==> src/design/cpr_pkg.sv <==
// ----------------------------------------------------------------------------
// cpr_pkg: shared constants for the Catmull-Rom path sampler
// Field widths, divider and root unit sizes, sample count limits.
// ----------------------------------------------------------------------------
package cpr_pkg;

    localparam int COORD_W     = 32;   // Q16.16 coordinate width
    localparam int SPS_W       = 7;    // samples_per_segment register width
    localparam int SPS_RESET   = 10;   // samples per segment after reset
    localparam int MAX_SAMPLES = 64;   // upper clamp of the sample count
    localparam int DIV_NUM_W   = 56;   // dividend magnitude width
    localparam int DIV_DEN_W   = 20;   // divisor width (2*R^3 fits)
    localparam int RAD_W       = 64;   // radicand width of the root unit

endpackage

==> src/design/cpr_divider.sv <==
// ----------------------------------------------------------------------------
// cpr_divider: iterative unsigned restoring divider
// One quotient bit per cycle; done pulses for one cycle with the quotient.
// ----------------------------------------------------------------------------
module cpr_divider #(
    parameter int NUM_W = cpr_pkg::DIV_NUM_W,
    parameter int DEN_W = cpr_pkg::DIV_DEN_W
) (
    input  logic             aclk,
    input  logic             aresetn,
    input  logic             start,
    input  logic [NUM_W-1:0] num,
    input  logic [DEN_W-1:0] den,
    output logic             done,
    output logic [NUM_W-1:0] quo
);
    localparam int CNT_W = $clog2(NUM_W + 1);

    logic             busy_reg, busy_next;
    logic             done_reg, done_next;
    logic [CNT_W-1:0] cnt_reg, cnt_next;
    logic [DEN_W-1:0] rem_reg, rem_next;
    logic [NUM_W-1:0] sh_reg, sh_next;
    logic [DEN_W-1:0] den_reg, den_next;
    logic [DEN_W:0]   trial;
    logic             fits;

    // shift one dividend bit into the partial remainder
    assign trial = {rem_reg, sh_reg[NUM_W-1]};
    assign fits  = (trial >= {1'b0, den_reg});

    always_comb begin
        busy_next = busy_reg;
        done_next = 1'b0;
        cnt_next  = cnt_reg;
        rem_next  = rem_reg;
        sh_next   = sh_reg;
        den_next  = den_reg;
        if (start) begin
            busy_next = 1'b1;
            cnt_next  = CNT_W'(NUM_W);
            rem_next  = '0;
            sh_next   = num;
            den_next  = den;
        end else if (busy_reg) begin
            rem_next = fits ? DEN_W'(trial - {1'b0, den_reg}) : trial[DEN_W-1:0];
            sh_next  = {sh_reg[NUM_W-2:0], fits};
            cnt_next = cnt_reg - CNT_W'(1);
            if (cnt_reg == CNT_W'(1)) begin
                busy_next = 1'b0;
                done_next = 1'b1;
            end
        end
    end

    always_ff @(posedge aclk) begin
        if (!aresetn) begin
            busy_reg <= 1'b0;
            done_reg <= 1'b0;
            cnt_reg  <= '0;
        end else begin
            busy_reg <= busy_next;
            done_reg <= done_next;
            cnt_reg  <= cnt_next;
        end
        rem_reg <= rem_next;
        sh_reg  <= sh_next;
        den_reg <= den_next;
    end

    assign done = done_reg;
    assign quo  = sh_reg;

endmodule

==> config.mk <==
export PLATFORM = sky130hd
export DESIGN_NAME = cpr_divider
export DESIGN_NICKNAME = d
export VERILOG_FILES = /design/src/design/cpr_pkg.sv /design/src/design/cpr_divider.sv
export SDC_FILE = /design/constraint.sdc
export NUM_CORES = 1
export LEC_CHECK = 0
export BUFFER_PORTS_ARGS = -buffer_cell sky130_fd_sc_hd__clkbuf_2
export CORE_MARGIN = 10
export CORE_UTILIZATION = 30
export DETAILED_ROUTE_END_ITERATION = 12
export SLEW_MARGIN = 20
export SYNTH_ARGS = -nofsm -noshare
export SYNTH_HDL_FRONTEND = slang
export SYNTH_SLANG_ARGS = --single-unit
==> constraint.sdc <==
create_clock -name aclk -period 5.6 [get_ports aclk]
set_input_delay 1.12 -clock aclk [delete_from_list [all_inputs] [get_ports aclk]]
set_output_delay 1.12 -clock aclk [all_outputs]
set_load 0.1 [all_outputs]
==> results of run 1 <==
layout by cell type (no fill, tap or decap), types with 4 or more instances in the layout:
cell type	instances
nand3_1	5
dfxtp_1	28
o21ai_1	6
o21ai_0	13
clkbuf_16	9
edfxtp_1	76
o221ai_1	5
mux2_2	56
a211oi_1	5
a21oi_1	22
nor3_1	8
clkbuf_2	134
a311oi_1	9
nor2b_1	4
inv_1	34
o21a_1	4
nand2_1	32
xor2_1	5
ha_1	22
xnor2_1	12
nor2_1	29
a32oi_1	4
nand4_1	6
a211o_1	4
a21o_1	6
critical path, delay by kind of cell:
kind                   cells  cell delay, ns
and+or+nand+nor            1            0.63
buffers and inverters      2            1.17
power breakdown:
group | leakage, nW | internal, mW | switching (mW)
combinational | 1.57 | 0.147 | 0.468
sequential | 0.989 | 0.906 | 0.0381
clock | 0.157 | 0.360 | 0.313
cell usage after synthesis, types with 4 or more instances:
library cell | n | area (um^2)
nor2b_1 | 4 | 25.02
a21oi_1 | 22 | 110.1
dfxtp_1 | 28 | 560.5
clkbuf_1 | 10 | 37.54
buf_2 | 5 | 25.02
nand2_1 | 32 | 120.1
o221ai_1 | 5 | 43.79
nand3_1 | 5 | 25.02
nor3_1 | 8 | 40.04
edfxtp_1 | 76 | 2282
ha_1 | 22 | 275.3
o21ai_1 | 6 | 30.03
o21ai_0 | 13 | 65.06
mux2_2 | 56 | 630.6
nand4_1 | 6 | 37.54
nor2_1 | 29 | 108.9
a32oi_1 | 4 | 35.03
a211o_1 | 4 | 35.03
a21o_1 | 6 | 45.04
xnor2_1 | 12 | 105.1
a211oi_1 | 5 | 37.54
xor2_1 | 5 | 43.79
o21a_1 | 4 | 30.03
a311oi_1 | 9 | 78.83
inv_1 | 35 | 131.4
kinds of logic (layout without fill, tap and decap cells):
family | count (synthesis) | count (layout) | synth area share (%)
XOR/XNOR | 17 | 17 | 2.811
flip-flops | 104 | 104 | 53.66
AND/OR/NAND/NOR | 98 | 98 | 8.644
multiplexers | 58 | 58 | 12.28
buffers and inverters | 55 | 188 | 4.228
AO/OA/AOI/OAI | 96 | 96 | 12.80
adder cells (fa/ha/maj) | 23 | 23 | 5.574
worst max-delay path by stage:
stage | from | end | slack (ns) | cells past startpoint
6_report | start | quo[47] | 2.42 | 3
5_1_grt | start | quo[47] | 2.12 | 3
4_1_cts | den_reg[9] | rem_reg[17] | 2.72 | 9
3_5_place_dp | start | quo[7] | 2.42 | 3
3_3_place_gp | start | quo[0] | 2.56 | 3
2_1_floorplan | start | quo[0] | 2.44 | 4
through the flow:
step                util [%]  cell area, um^2  instances  worst slack (ns)  hold WS [ns]
floorplan                  -             5298        451             2.440        0.4531
global placement       35.73             6180        793             2.564        0.4818
detailed placement     35.73             6180        793             2.419        0.4900
CTS                    37.58             6500        809             2.724        0.4976
global route           37.59             6501        809             2.124        0.5242
finish                 37.59             6501        809             2.423        0.4957
routing by layer:
| layer | wire, um | global-route usage [%] |
|---|---|---|
| met5 | 0 | 0 |
| met4 | 231 | 4.405 |
| met3 | 1477 | 5.808 |
| met2 | 6114 | 17.69 |
| met1 | 5945 | 13.55 |
cell type report:
| class | count | area [um^2] | area share [%] |
|---|---|---|---|
| Sequential cell | 104 | 2843 | 43.73 |
| Multi-Input combinational cell | 292 | 2231 | 34.31 |
| Timing Repair Buffer | 137 | 693.2 | 10.66 |
| Tap cell | 225 | 281.5 | 4.330 |
| Clock buffer | 9 | 225.2 | 3.464 |
| Inverter | 35 | 132.6 | 2.040 |
| Clock inverter | 7 | 95.09 | 1.463 |
==> run metrics, run 1 <==
status completed; R2R depth 9; Worst Clk Skew 0.008313 ns; fin. max-slew vios 0; max_cap viols 0; total gr overflow 0; fraction of layout cells with a size suffix above 1 approximately 37%; vias in the first global route between 4000 and 5000; DP HPWL roughly 10 mm; largest net degree at the start of global routing 75; clk sinks 104; routed len/inst between 15 and 20 um; RR Startpoint den_reg[9]; Area growth, synth to finish 22.72%; Die Ht roughly 150 um; drt total wl 13.77 mm; Relative slew margins 35.02%; GRT Util Overall 11.55%; Post-CTS Resized 0; Clk pin slew, worst setup/hold paths 0.07 ns; FF+latch count, synth between 100 and 150; Fillers between 1500 and 2000; ys async rst share 0%; FP Rows 48; IR drop worst, VDD roughly 0.21 mV; register area share after synthesis approximately 54%; routability cong. a little over 0.9; Final min period ~3.2 ns; Die Width ~150 um; final setup vio count 0; final hold vios 0; CP max stage delay just under 1 ns; Die Area around 23000 um^2; CTS max path bufs 2; via-per-instance ratio 4.915; Final ANT Viol Nets 0; # hold bufs at CTS 0; hold depth 2; Vias between 3000 and 4000; worst skew pair latency between 0.3 and 0.4 ns; r2r setup slk ~2.8 ns; Mapped Cells ~450; CP Cell Sequence buf_4 > nor2_1 > clkinv_2; Hold Startpoint rem_reg[7]; cell area after synthesis ~5300 um^2; setup_tns 0 ns; measured slew at the worst slew-check pin ~1 ns; initial antenna violation count 0; Main synth FF type edfxtp_1; CP required approximately 5.4 ns; leakage power around 2.7 nW; Syn Area/Cell approximately 12 um^2; Fmax about 310 MHz; critical path type in -> reg; H-Tree Depth 3; reg2reg end rem_reg[11]; global-route wire length before repair 22.23 mm; critical path's slowest cell clkinv_2; Synth cell types 51; Setup crit end kind flop; min-delay worst type reg -> reg; Remaining DRCs 0; critical path startpoint category input port; CTS tree built; CP arrival 2.98 ns; critical path fanouts, max 56; Power Total between 2 and 2.5 mW; CTS Buf Count 9; Post-synth EDFFs 76; Mapped Nets approximately 550; nets approximately 680; WHS Endpoint rem_reg[8]; RSZ-0062 raised after global routing false; CTS Root Cell clkbuf_16; # IOs 136; Largest register FFs between 50 and 60; ant diodes 0; core area approximately 17000 um^2; final period utilization 56.74%; number of port buffers around 140; Power Density approximately 340 nW/um^2; Syn. warnings 0; Post-CTS Setup Bufs 0; initial core utilization a little under a third; router iterations before antenna repair 4; DRT iter0 DRCs between 300 and 400
No activity file was read; power rests on OpenSTA's default activity.
==> run 2: changes to the inputs <==
- clock period: 5.6 -> 2.9 ns (I/O delays scaled with it)
==> run 2 against run 1 <==
Net effect:
- first-iteration DRC count fell by 29%
- register-to-register slack lost 2.6 ns
- final cell count is 0.99% higher
- global-route usage up 0.52 points
- sequential share of layout area is 0.41 points lower
- clock power grew 90%
- critical path depth is 6 higher
- power grew 93%
- final area up 0.94%
- critical endpoint is now rem_reg[0]
- largest power group unchanged
==> run metrics, run 2 (synthesized netlist as in run 1, its figures left out) <==
status completed; Post-CTS Setup Bufs 0; DRT iter0 DRCs 232; max_cap viols 0; final hold slack just under 0.4 ns; Final ANT Viol Nets 0; Worst Clk Skew 0.01201 ns; number of port buffers around 140; placed cell count about 800; min-delay worst type in -> reg; Area growth, synth to finish 23.88%; final non-filler cell total a little over 800; Largest register FFs 56; initial core utilization between 30 and 40%; CTS max path bufs 2; Post-CTS Resized 0; Reg power frac 42.3%; measured slew at the worst slew-check pin 0.7121 ns; most common cell after layout, fill and taps aside clkbuf_2; critical path type reg -> reg; clock network power share between 20 and 30%; # hold bufs at CTS 0; Fillers 1710; fraction of layout cells with a size suffix above 1 between 30% and 40%; clk sinks 104; nets about 690; Fmax around 370 MHz; GRT Util Overall ~12%; total gr overflow 0; Final Cell Area between 6000 and 7000 um^2; routability cong. ~0.91; core area between 15000 and 20000 um^2; routed len/inst roughly 17 um; Hold Startpoint den[5]; vias in the first global route around 4400; RSZ-0062 raised after global routing false; fin. max-slew vios 0; global-route wire length before repair about 23 mm; CTS tree built; router iterations before antenna repair 4; Die Ht roughly 150 um; WHS Endpoint den_reg[5]; initial antenna violation count 0; worst skew pair latency approximately 0.35 ns; critical path startpoint category flop; leakage power between 2 and 3 nW; Die Width 152.9 um; Sw Ratio a little over a third; Relative slew margins 52.53%; CTS Buf Count 9; Die Area approximately 23000 um^2; CP Cell Sequence inv_1 > ha_1 > a21oi_1 > o21ai_1 > a21o_1 > o21a_2 > o21ai_4 > mux2_2 > a211oi_1; CP max stage delay about 0.40 ns; # IOs ~140; final hold vios 0; CP required 3.17 ns; via-per-instance ratio just under 5; Comb pwr share 27.9%; drt total wl about 14 mm; CP arrival around 2.9 ns; net switching power 1.575 mW; RR Startpoint den_reg[8]; Final min period 2.674 ns; ant diodes 0; Setup crit end kind flop; R2R depth 9; setup_tns 0 ns; Reg area about 2800 um^2; Cell Int Power 2.731 mW; final setup vio count 0; largest net degree at the start of global routing 57; Vias 3965; most frequent cells in the layout 134 x clkbuf_2, 76 x edfxtp_1, 56 x mux2_2, 34 x inv_1, 32 x nand2_1; Placed Instance Area between 6000 and 7000 um^2; CTS Root Cell clkbuf_16; final core utilization roughly 38%; r2r setup slk roughly 0.23 ns; reg2reg end rem_reg[0]; Remaining DRCs 0; Power Density around 660 nW/um^2; Clk pin slew, worst setup/hold paths about 0.080 ns; H-Tree Depth 3; critical path fanouts, max 15; FP Rows 48; final period utilization 92.20%; footprint of the multi-input gates ~2200 um^2; DP HPWL around 11 mm; hold depth 1; IR drop worst, VDD 0.4019 mV; critical path's slowest cell o21ai_4
## run 2: cell count changes in the layout (fill, tap and decap cells not counted), sizes merged
cell	delta
buf	+8
inv	+2
clkinvlp	+1
clkinv	-3
## run 2: cell type report
cell class                 count  share of cell area [%]
inverter                      35                   2.002
clock buffer                   9                   3.432
timing repair buffer         145                   11.67
tap                          225                   4.290
sequential                   104                   43.32
multi-input combinational    292                   33.99
clock inverter                 7                   1.296
## run 2: worst max-delay path by stage
stage          startpoint           to  slack [ns]  cells past startpoint
2_1_floorplan     quo[55]  rem_reg[10]        0.06                      9
3_3_place_gp   den_reg[8]   rem_reg[0]        0.35                      9
3_5_place_dp   den_reg[8]   rem_reg[0]        0.29                      9
4_1_cts        den_reg[8]   rem_reg[0]        0.25                      9
5_1_grt        den_reg[8]   rem_reg[0]        0.02                      9
6_report       den_reg[8]   rem_reg[0]        0.23                      9
## run 2: through the flow
step                setup WS (ns)  total power, mW
finish                     0.2263            4.306
detailed placement         0.2886            3.061
floorplan                 0.05855            2.808
global route              0.01836            4.510
global placement           0.3465            3.045
CTS                        0.2545            4.365
## run 2: power groups by stage
stage | sequential, mW | clock [mW] | combinational [mW]
floorplan | 2.44 | 0 | 0.372
global placement | 1.85 | 0 | 1.20
detailed placement | 1.85 | 0 | 1.21
CTS | 1.83 | 1.33 | 1.21
global route | 1.84 | 1.39 | 1.28
finish | 1.82 | 1.28 | 1.20
## run 2: critical path, delay by kind of cell, from the launching register on
family	cells	cell delay (ns)
AOI/OAI and AO/OA	6	1.47
adders and majority gates	1	0.37
buffers and inverters	1	0.04
DFF	1	0.32
muxes	1	0.39
## run 2: routing by layer
layer  GRT usage, %  vias up  share of wire (%)
met1          13.94     1866                 42
li1               -     1943                  -
met3          6.734       11                 12
met4          3.542        0                1.1
met5              0        -                  0
met2          18.76      145                 45
